===== config.mk =====
export PLATFORM = sky130hd
export DESIGN_NAME = fully_assoc_cache_lru_fifo_top_flat
export DESIGN_NICKNAME = d
export VERILOG_FILES = /design/src/hdl/fac_pkg.sv /design/src/hdl/fac_if.sv /design/src/hdl/fac_cell.sv /design/src/hdl/fac_chain.sv /design/src/hdl/fully_assoc_cache_lru_fifo_top.sv /design/src/flat_wrapper.sv
export SDC_FILE = /design/constraint.sdc
export NUM_CORES = 2
export LEC_CHECK = 0
export BUFFER_PORTS_ARGS = -buffer_cell sky130_fd_sc_hd__buf_2
export CAP_MARGIN = 10
export CORE_ASPECT_RATIO = 0.9
export CORE_MARGIN = 4
export CORE_UTILIZATION = 60
export CTS_BUF_LIST = sky130_fd_sc_hd__clkbuf_16
export CTS_CLUSTER_SIZE = 30
export DETAILED_ROUTE_END_ITERATION = 7
export PLACE_DENSITY = 0.76
export SLEW_MARGIN = 10
export SYNTH_ARGS = -nofsm -noshare
export SYNTH_HDL_FRONTEND = slang
export SYNTH_SLANG_ARGS = --single-unit

===== constraint.sdc =====
create_clock -name clk_i -period 14.97 [get_ports clk_i]
set_input_delay 1.497 -clock clk_i [delete_from_list [all_inputs] [get_ports clk_i]]
set_output_delay 1.497 -clock clk_i [all_outputs]
set_load 0.005 [all_outputs]

===== src/hdl/fac_pkg.sv =====
// Shared types and constants for the fully associative tag cache.
// No dependencies; every other file of the block imports this package.
package fac_pkg;

  localparam int NUM_ENTRIES_DEF = 16;
  localparam int TAG_BITS_DEF    = 48;

  localparam int ADDR_W     = 48;
  localparam int CNT_W      = 32;
  localparam int EIU_W      = 5;
  localparam int CFG_IDX_W  = 4;
  localparam int CFG_DATA_W = 8;

  localparam logic [CNT_W-1:0] COUNT_MAX = {CNT_W{1'b1}};

  // configuration register indexes
  localparam logic [CFG_IDX_W-1:0] REG_POLICY  = CFG_IDX_W'(0);
  localparam logic [CFG_IDX_W-1:0] REG_ENTRIES = CFG_IDX_W'(1);

  // replacement policy codes
  localparam logic POLICY_FIFO = 1'b0;
  localparam logic POLICY_LRU  = 1'b1;

  localparam logic [EIU_W-1:0] EIU_RESET = EIU_W'(16);

  // per-cycle command broadcast to every cell of the tag chain
  typedef struct packed {
    logic cmp_en;     // latch compare result against the key
    logic shift_all;  // every cell takes its younger neighbor (drop oldest)
    logic shift_hit;  // cells at or past the hit take their younger neighbor
    logic load_en;    // write the key into the target cell
    logic load_tail;  // target is the youngest valid cell, else first free cell
  } fac_ctrl_t;

endpackage


===== src/hdl/fac_if.sv =====
// Handshake channels of the tag cache: input word, result word, config write.
// Depends on fac_pkg for payload widths.
interface fac_in_if import fac_pkg::*; ();
  logic              valid;
  logic              ready;
  logic [ADDR_W-1:0] address_tag;

  modport source (output valid, output address_tag, input ready);
  modport sink   (input valid, input address_tag, output ready);
endinterface

interface fac_out_if import fac_pkg::*; ();
  logic             valid;
  logic             ready;
  logic             hit;
  logic [CNT_W-1:0] access_total;
  logic [CNT_W-1:0] miss_total;

  modport source (output valid, output hit, output access_total, output miss_total,
                  input ready);
  modport sink   (input valid, input hit, input access_total, input miss_total,
                  output ready);
endinterface

interface fac_cfg_if import fac_pkg::*; ();
  logic                  valid;
  logic                  ready;
  logic [CFG_IDX_W-1:0]  index;
  logic [CFG_DATA_W-1:0] data;

  modport source (output valid, output index, output data, input ready);
  modport sink   (input valid, input index, input data, output ready);
endinterface


===== src/hdl/fac_cell.sv =====
// One entry of the ordered tag list: holds a tag, compares it, shifts it.
// Depends on fac_pkg for the command struct.
module fac_cell import fac_pkg::*; #(
  parameter int IDX      = 0,
  parameter int TAG_BITS = TAG_BITS_DEF,
  parameter int OCC_W    = 5
) (
  input  logic                clk_i,
  input  logic                rst_ni,
  input  fac_ctrl_t           ctrl_i,
  input  logic [OCC_W-1:0]    occ_i,
  input  logic [TAG_BITS-1:0] key_i,
  input  logic [TAG_BITS-1:0] nbr_tag_i,
  input  logic                seen_i,
  output logic [TAG_BITS-1:0] tag_o,
  output logic                seen_o,
  output logic                match_o
);

  logic [TAG_BITS-1:0] tag_q, tag_d;
  logic                match_q, match_d;
  logic                active;
  logic                target;

  assign active = OCC_W'(IDX) < occ_i;
  // load target: youngest valid cell on a hit, first free cell on a miss
  assign target = ctrl_i.load_tail ? (OCC_W'(IDX + 1) == occ_i) : (OCC_W'(IDX) == occ_i);

  assign seen_o  = seen_i | match_q;
  assign match_o = match_q;
  assign tag_o   = tag_q;

  always_comb begin
    match_d = match_q;
    if (ctrl_i.cmp_en) begin
      match_d = active && (tag_q == key_i);
    end
  end

  always_comb begin
    tag_d = tag_q;
    if (ctrl_i.load_en && target) begin
      tag_d = key_i;
    end else if (ctrl_i.shift_all || (ctrl_i.shift_hit && seen_o)) begin
      tag_d = nbr_tag_i;
    end
  end

  always_ff @(posedge clk_i) begin
    tag_q <= tag_d;
  end

  always_ff @(posedge clk_i or negedge rst_ni) begin
    if (!rst_ni) begin
      match_q <= 1'b0;
    end else begin
      match_q <= match_d;
    end
  end

endmodule


===== src/hdl/fac_chain.sv =====
// Row of tag cells, oldest at index 0, each but the youngest fed by its younger neighbor.
// Depends on fac_pkg and fac_cell.
module fac_chain import fac_pkg::*; #(
  parameter int NUM_ENTRIES = NUM_ENTRIES_DEF,
  parameter int TAG_BITS    = TAG_BITS_DEF,
  parameter int OCC_W       = 5
) (
  input  logic                   clk_i,
  input  logic                   rst_ni,
  input  fac_ctrl_t              ctrl_i,
  input  logic [OCC_W-1:0]       occ_i,
  input  logic [TAG_BITS-1:0]    key_i,
  output logic [NUM_ENTRIES-1:0] match_o
);

  logic [TAG_BITS-1:0] tag  [NUM_ENTRIES];
  logic [TAG_BITS-1:0] nbr  [NUM_ENTRIES];
  logic [NUM_ENTRIES:0] seen;

  assign seen[0] = 1'b0;

  for (genvar k = 0; k < NUM_ENTRIES; k++) begin : g_cell
    // youngest cell has no neighbor: hold its own value
    if (k == NUM_ENTRIES - 1) begin : g_last
      assign nbr[k] = tag[k];
    end else begin : g_mid
      assign nbr[k] = tag[k+1];
    end

    fac_cell #(
      .IDX      (k),
      .TAG_BITS (TAG_BITS),
      .OCC_W    (OCC_W)
    ) u_cell (
      .clk_i     (clk_i),
      .rst_ni    (rst_ni),
      .ctrl_i    (ctrl_i),
      .occ_i     (occ_i),
      .key_i     (key_i),
      .nbr_tag_i (nbr[k]),
      .seen_i    (seen[k]),
      .tag_o     (tag[k]),
      .seen_o    (seen[k+1]),
      .match_o   (match_o[k])
    );
  end

endmodule


===== src/hdl/fully_assoc_cache_lru_fifo_top.sv =====
// Top level of the fully associative tag cache with FIFO or LRU replacement.
// Depends on fac_pkg, the fac_*_if interfaces and fac_chain.
//
//   channel | dir | payload                              | accepted when
//   --------+-----+--------------------------------------+------------------------
//   in_i    | in  | address_tag                          | valid && ready
//   out_o   | out | hit, access_total, miss_total        | valid && ready
//   cfg_i   | in  | index (0 policy, 1 entries), data    | valid && ready (always)
//
// Sequence per word: accept, parallel compare in every cell, list update,
// result write. The next word is taken only after the result write. On a
// miss with no room the update step first drops the oldest entry, one per
// cycle, since the chain shifts one place per cycle, until there is room: a
// miss on a full list drops one, and a miss after capacity was lowered below
// occupancy drops one more per further entry over capacity.
// Reset: async, active low; clears occupancy, counters and the control state.
// Stalls: a result waits in the output register; the block finishes the next
// word's update meanwhile and holds it in the write step until out_o drains.
module fully_assoc_cache_lru_fifo_top import fac_pkg::*; #(
  parameter int NUM_ENTRIES = NUM_ENTRIES_DEF,
  parameter int TAG_BITS    = TAG_BITS_DEF
) (
  input logic        clk_i,
  input logic        rst_ni,
  fac_in_if.sink     in_i,
  fac_out_if.source  out_o,
  fac_cfg_if.sink    cfg_i
);

  localparam int OCC_W = $clog2(NUM_ENTRIES + 1);

  localparam logic [1:0] ST_IDLE  = 2'd0;
  localparam logic [1:0] ST_CMP   = 2'd1;
  localparam logic [1:0] ST_EVICT = 2'd2;
  localparam logic [1:0] ST_WRITE = 2'd3;

  logic [1:0]             state_q, state_d;
  logic [TAG_BITS-1:0]    key_q;
  logic [OCC_W-1:0]       occ_q, occ_d;
  logic [CNT_W-1:0]       acc_q, acc_d;
  logic [CNT_W-1:0]       miss_q, miss_d;
  logic                   hit_q;
  logic                   out_valid_q;
  logic                   policy_q;
  logic [EIU_W-1:0]       eiu_q;

  logic [NUM_ENTRIES-1:0] match;
  logic                   hit;
  logic [OCC_W-1:0]       cap;
  fac_ctrl_t              ctrl;
  logic                   in_fire;
  logic                   load_out;

  // ---------------------------------------------------------------------------
  // configuration: always ready; to be written only while idle, which the block does not enforce
  // ---------------------------------------------------------------------------
  assign cfg_i.ready = 1'b1;

  always_ff @(posedge clk_i or negedge rst_ni) begin
    if (!rst_ni) begin
      policy_q <= POLICY_LRU;
      eiu_q    <= EIU_RESET;
    end else if (cfg_i.valid) begin
      case (cfg_i.index)
        REG_POLICY:  policy_q <= cfg_i.data[0];
        REG_ENTRIES: eiu_q    <= cfg_i.data[EIU_W-1:0];
        default: ;
      endcase
    end
  end

  // clamp capacity: zero acts as one, anything past the store acts as full
  always_comb begin
    if (eiu_q == '0) begin
      cap = OCC_W'(1);
    end else if (int'(eiu_q) > NUM_ENTRIES) begin
      cap = OCC_W'(NUM_ENTRIES);
    end else begin
      cap = OCC_W'(eiu_q);
    end
  end

  // ---------------------------------------------------------------------------
  // tag chain
  // ---------------------------------------------------------------------------
  fac_chain #(
    .NUM_ENTRIES (NUM_ENTRIES),
    .TAG_BITS    (TAG_BITS),
    .OCC_W       (OCC_W)
  ) u_chain (
    .clk_i   (clk_i),
    .rst_ni  (rst_ni),
    .ctrl_i  (ctrl),
    .occ_i   (occ_q),
    .key_i   (key_q),
    .match_o (match)
  );

  // tags are unique in the list, so at most one cell matches
  assign hit = |match;

  // ---------------------------------------------------------------------------
  // sequencer
  // ---------------------------------------------------------------------------
  assign in_i.ready = (state_q == ST_IDLE);
  assign in_fire    = in_i.valid && in_i.ready;
  assign load_out   = (state_q == ST_WRITE) && (!out_valid_q || out_o.ready);

  always_comb begin
    state_d = state_q;
    occ_d   = occ_q;
    ctrl    = '0;
    case (state_q)
      ST_IDLE: begin
        if (in_fire) begin
          state_d = ST_CMP;
        end
      end
      ST_CMP: begin
        ctrl.cmp_en = 1'b1;
        state_d     = ST_EVICT;
      end
      ST_EVICT: begin
        if (hit) begin
          // LRU: close the gap at the hit and put the tag at the young end
          if (policy_q == POLICY_LRU) begin
            ctrl.shift_hit = 1'b1;
            ctrl.load_en   = 1'b1;
            ctrl.load_tail = 1'b1;
          end
          state_d = ST_WRITE;
        end else if (occ_q >= cap) begin
          // drop the oldest, one per cycle until there is room
          ctrl.shift_all = 1'b1;
          occ_d          = occ_q - OCC_W'(1);
        end else begin
          ctrl.load_en = 1'b1;
          occ_d        = occ_q + OCC_W'(1);
          state_d      = ST_WRITE;
        end
      end
      ST_WRITE: begin
        if (load_out) begin
          state_d = ST_IDLE;
        end
      end
      default: state_d = ST_IDLE;
    endcase
  end

  // saturating counters advance as the result is written
  always_comb begin
    acc_d  = acc_q;
    miss_d = miss_q;
    if (load_out) begin
      if (acc_q != COUNT_MAX) begin
        acc_d = acc_q + CNT_W'(1);
      end
      if (!hit && miss_q != COUNT_MAX) begin
        miss_d = miss_q + CNT_W'(1);
      end
    end
  end

  always_ff @(posedge clk_i) begin
    if (in_fire) begin
      key_q <= TAG_BITS'(in_i.address_tag);
    end
    if (load_out) begin
      hit_q <= hit;
    end
  end

  always_ff @(posedge clk_i or negedge rst_ni) begin
    if (!rst_ni) begin
      state_q     <= ST_IDLE;
      occ_q       <= '0;
      acc_q       <= '0;
      miss_q      <= '0;
      out_valid_q <= 1'b0;
    end else begin
      state_q <= state_d;
      occ_q   <= occ_d;
      acc_q   <= acc_d;
      miss_q  <= miss_d;
      if (load_out) begin
        out_valid_q <= 1'b1;
      end else if (out_o.ready) begin
        out_valid_q <= 1'b0;
      end
    end
  end

  // counters change only when a new result is loaded, so they hold while stalled
  assign out_o.valid        = out_valid_q;
  assign out_o.hit          = hit_q;
  assign out_o.access_total = acc_q;
  assign out_o.miss_total   = miss_q;

  // ---------------------------------------------------------------------------
  // assertions
  // ---------------------------------------------------------------------------
  a_one_match: assert property (@(posedge clk_i) disable iff (!rst_ni)
    $onehot0(match))
    else $error("more than one cell matched the key");

  a_occ_bound: assert property (@(posedge clk_i) disable iff (!rst_ni)
    occ_q <= OCC_W'(NUM_ENTRIES))
    else $error("occupancy beyond the store");

  a_miss_le_acc: assert property (@(posedge clk_i) disable iff (!rst_ni)
    miss_q <= acc_q)
    else $error("miss count passed access count");

  a_hit_keeps_miss: assert property (@(posedge clk_i) disable iff (!rst_ni)
    (load_out && hit) |=> $stable(miss_q))
    else $error("miss count moved on a hit");

  a_hit_keeps_occ: assert property (@(posedge clk_i) disable iff (!rst_ni)
    (state_q == ST_EVICT && hit) |=> $stable(occ_q))
    else $error("occupancy changed on a hit");

endmodule


===== src/flat_wrapper.sv =====
// flat-port wrapper written by rule: the top's interface ports become plain ports
module fully_assoc_cache_lru_fifo_top_flat import fac_pkg::*;
#(
  parameter int NUM_ENTRIES = NUM_ENTRIES_DEF,
  parameter int TAG_BITS    = TAG_BITS_DEF
)
  (clk_i, rst_ni, in_i_valid, in_i_address_tag, in_i_ready, out_o_valid, out_o_hit, out_o_access_total, out_o_miss_total, out_o_ready, cfg_i_valid, cfg_i_index, cfg_i_data, cfg_i_ready);
  fac_in_if in_i_i ();
  fac_out_if out_o_i ();
  fac_cfg_if cfg_i_i ();
  input logic clk_i;
  input logic rst_ni;
  input wire logic [$bits(in_i_i.valid)-1:0] in_i_valid;
  input wire logic [$bits(in_i_i.address_tag)-1:0] in_i_address_tag;
  output wire logic [$bits(in_i_i.ready)-1:0] in_i_ready;
  output wire logic [$bits(out_o_i.valid)-1:0] out_o_valid;
  output wire logic [$bits(out_o_i.hit)-1:0] out_o_hit;
  output wire logic [$bits(out_o_i.access_total)-1:0] out_o_access_total;
  output wire logic [$bits(out_o_i.miss_total)-1:0] out_o_miss_total;
  input wire logic [$bits(out_o_i.ready)-1:0] out_o_ready;
  input wire logic [$bits(cfg_i_i.valid)-1:0] cfg_i_valid;
  input wire logic [$bits(cfg_i_i.index)-1:0] cfg_i_index;
  input wire logic [$bits(cfg_i_i.data)-1:0] cfg_i_data;
  output wire logic [$bits(cfg_i_i.ready)-1:0] cfg_i_ready;
  assign in_i_i.valid = in_i_valid;
  assign in_i_i.address_tag = in_i_address_tag;
  assign in_i_ready = in_i_i.ready;
  assign out_o_valid = out_o_i.valid;
  assign out_o_hit = out_o_i.hit;
  assign out_o_access_total = out_o_i.access_total;
  assign out_o_miss_total = out_o_i.miss_total;
  assign out_o_i.ready = out_o_ready;
  assign cfg_i_i.valid = cfg_i_valid;
  assign cfg_i_i.index = cfg_i_index;
  assign cfg_i_i.data = cfg_i_data;
  assign cfg_i_ready = cfg_i_i.ready;
  fully_assoc_cache_lru_fifo_top #(.NUM_ENTRIES(NUM_ENTRIES), .TAG_BITS(TAG_BITS)) u_core (.clk_i(clk_i), .rst_ni(rst_ni), .in_i(in_i_i), .out_o(out_o_i), .cfg_i(cfg_i_i));
endmodule

==> summary.md <==
| Metric | Value |
|---|---|
| Synth area leaders | `edfxtp_1, mux2_2, xnor2_1, xor2_1, dfrtp_1` |
| Synth-to-Final Area Change | `9.62%` |
| First-pass GRT wire length | `211 mm` |
| Final Non-Filler Cells | `4612` |
| Number of DRC markers in iteration 0 | `4434` |
| Normalized max-slew margin | `0.204` |
| Starting density of the core | `0.608` |
| Synth cell types | `85` |
| Syn Area/Cell | `~14 µm²` |
| Number of enable flip-flop cells after synthesis | `roughly 820` |
| Post-synth top area share | `0.515` |
| Post-route ant nets | `0` |
| Worst path arrival time | `4.53 ns` |
| Critical path endpoint category | `flop` |
| I/O Pins | `between 100 and 150` |
| Die width | `slightly above 300 µm` |
| Remaining DRCs | `3` |
| WL/cell | `32.0 µm` |
| Largest net degree at the start of global routing | `64` |
| Commonest cells in the netlist | `edfxtp_1, mux2_2, xnor2_1` |
| Tightest Pin Transition | `approximately 1.2 ns` |
| IO buf count | `128` |
| Layout cells sized above 1 | `0.288` |
| Worst Hold Class | `flop to flop` |
| Cell area after layout | `between 50000 and 60000 µm²` |
| Critical path class | `flop to flop` |
| DIE HEIGHT | `between 200 and 300 µm` |
| Placed cell areas | `49200 µm²` |
| Max-capacitance violation count | `0` |
| Via count | `31100` |
| Syn_nets | `roughly 3500` |
| Outcome | `finished, violations left` |
| Post_cts resized | `0` |
| Number of setup violations in the final report | `0` |
| Final Hold Violating Endpoints | `0` |
| Period minus WS final | `4.37 ns` |
| CP Launch Type | `flop` |
| Htree depth | `3` |
| Yosys top cell by area | `edfxtp_1` |
| Root Buffer | `clkbuf_16` |
| Post-Syn Area | `47600 µm²` |
| Nets | `3574` |
| Hpwl dp | `97.2 mm` |
| Count leader, synth | `edfxtp_1` |
| Std cell rows | `between 90 and 100` |
| Peak Freq | `approximately 230 MHz` |
| RSZ-0062 raised after global routing | `no` |
| Peak VDD IR | `about 0.00015 V` |
| CTS max path bufs | `3` |
| Total grt overflow | `0` |
| Initial antenna violation count | `5` |
| Hold buffers post-CTS | `0` |
| Clock sinks | `just over 900` |
| Worst clock skew | `0.0337 ns` |
| Placed cells | `4437` |
| Clock Pin Slew Worst Setup and Hold Paths | `0.06 ns` |
| CORE AREA | `78300 µm²` |
| Cell area power density | `approximately 190 nW/µm²` |
| Die ar. | `83900 µm²` |
| TritonCTS buffer count | `93` |
| Post-CTS Setup Inserts | `0` |
| Seq/Total Area, Yosys | `0.565` |
| Fin crit share | `0.292` |
| RD Place Congestion | `0.967` |
| Ys flop type | `edfxtp_1` |
| P_leak | `18.2 nW` |
| Latest clock arrival within the worst-skew pair | `~0.70 ns` |
| Post-synthesis register bit count | `911` |
| Async S/R FF share, synth | `0.103` |
| Failing checks | `DRC` |
| Synth Instances | `3434` |
| Setup TNS | `0 ns` |
| Vias in the first global route | `around 31000` |
| Worst Path Max Fanout | `slightly below 50` |
| Required time of the critical path | `15.13 ns` |
| Drt via density | `6.75` |
| Synth Warn # | `0` |
| CTS tree | `built` |
| Core Util, Final | `0.667` |
| Filler cells | `5587` |
| Final wirelength | `148 mm` |
| Global-route usage over all layers | `0.344` |
| Max Slew Vio Count | `0` |
| Worst hold slack | `~0.5 ns` |
| DR pass1 iterations | `8` |
-- cell type report --
cell class / instances / area (µm²) / area share
Sequential cell: 911 / 26900 / 0.515
Multi-Input combinational cell: 2151 / 19200 / 0.368
Clock buffer: 94 / 2350 / 0.0451
Timing Repair Buffer: 221 / 1340 / 0.0257
Tap cell: 1039 / 1300 / 0.0249
Clock inverter: 79 / 652 / 0.0125
Inverter: 115 / 432 / 0.00827
Antenna cell: 2 / 5.00 / 0.0000959
-- final timing paths --
path	start	to	slack (ns)	depth (start not counted)
hold / removal	u_core.out_o.access_total[17]	u_core.out_o.access_total[17]	0.50	1
setup / recovery	u_core.u_chain.g_cell[1].u_cell.match_o	u_core.u_chain.g_cell[11].u_cell.tag_o[17]	10.60	7
setup reg to reg	u_core.u_chain.g_cell[1].u_cell.match_o	u_core.u_chain.g_cell[11].u_cell.tag_o[17]	10.60	7
hold reg to reg	u_core.out_o.access_total[17]	u_core.out_o.access_total[17]	0.50	1
max in group asynchronous	rst_ni	u_core.u_chain.g_cell[1].u_cell.match_o	12.86	2
min in group asynchronous	rst_ni	u_core.out_o.miss_total[26]	0.75	1
-- where the power goes --
group	internal [W]	switching, W	leakage, nW
clock network	0.00127	0.00104	1.56
logic	0.00116	0.00179	7.86
registers	0.00405	0.000754	8.77
total	0.00648	0.00359	18.2
-- stage by stage --
| stage | worst slack [ns] | power (W) |
|---|---|---|
| detailed placement | 10.28 | 0.00766 |
| floorplan | 9.82 | 0.00651 |
| CTS | 10.28 | 0.00998 |
| finish | 10.60 | 0.0101 |
| global placement | 10.37 | 0.00759 |
| global route | 10.36 | 0.0104 |
-- routing by layer --
layer  global-route usage  vias up  part of all wire
met4                0.151        2             0.051
met5                    0        -          0.000088
met3               0.0799      437              0.11
met2                0.535     2043              0.45
met1                0.468    15700              0.39
li1                     -    12900                 -
-- placed cells by master (no fill, tap or decap), types with 8 or more instances in the layout --
| master | instances |
|---|---|
| nand2_1 | 59 |
| dfrtp_1 | 92 |
| clkinv_1 | 18 |
| o21ai_0 | 18 |
| buf_4 | 94 |
| xnor2_1 | 424 |
| nor2_1 | 39 |
| buf_2 | 127 |
| mux2i_1 | 27 |
| nor4_1 | 100 |
| mux2_2 | 621 |
| clkbuf_16 | 94 |
| o22ai_1 | 50 |
| a21oi_1 | 10 |
| ha_1 | 16 |
| nor3_2 | 8 |
| nor3_1 | 22 |
| mux2_1 | 84 |
| a221oi_1 | 18 |
| xor2_1 | 278 |
| o2bb2ai_1 | 20 |
| a22o_1 | 20 |
| inv_1 | 135 |
| nand3_1 | 40 |
| nand4_1 | 137 |
| edfxtp_1 | 817 |
| o221ai_1 | 8 |
| and3_1 | 14 |
| clkinv_2 | 19 |
| nor2b_1 | 8 |
-- registers in the layout (all words and copies together) (netlist names) --
name,cells
u_core.eiu_q,5
u_core.key_q,48
u_core.occ_q,5
u_core.out_o.access_total,32
u_core.out_o.hit,1
u_core.out_o.miss_total,32
u_core.out_o.valid,1
u_core.policy_q,1
u_core.state_q,2
u_core.u_chain.g_cell.u_cell.match_o,16
u_core.u_chain.g_cell.u_cell.tag_o,768
-- kinds of logic (layout without fill, tap and decap cells) --
| group | Yosys count | count (layout) | synth area share |
|---|---|---|---|
| AOI/OAI and AO/OA | 212 | 212 | 0.0344 |
| xor gates and xnor gates | 702 | 702 | 0.129 |
| adders and majority gates | 16 | 16 | 0.00420 |
| buffers and inverters | 372 | 509 | 0.0342 |
| DFF | 911 | 911 | 0.565 |
| muxes | 732 | 732 | 0.172 |
| other | 1 | 3 | 0.0000787 |
| and+or+nand+nor | 488 | 488 | 0.0610 |
-- critical path, stage by stage (launching register included) --
cell     delay (ns)
dfrtp_1        0.41
or4_4          0.61
or3_4          0.47
o31ai_4        0.63
nor3_2         0.14
a31oi_4        0.16
buf_4          0.53
nand2_2        0.82
Note: power is estimated with default switching activity, not from simulation.
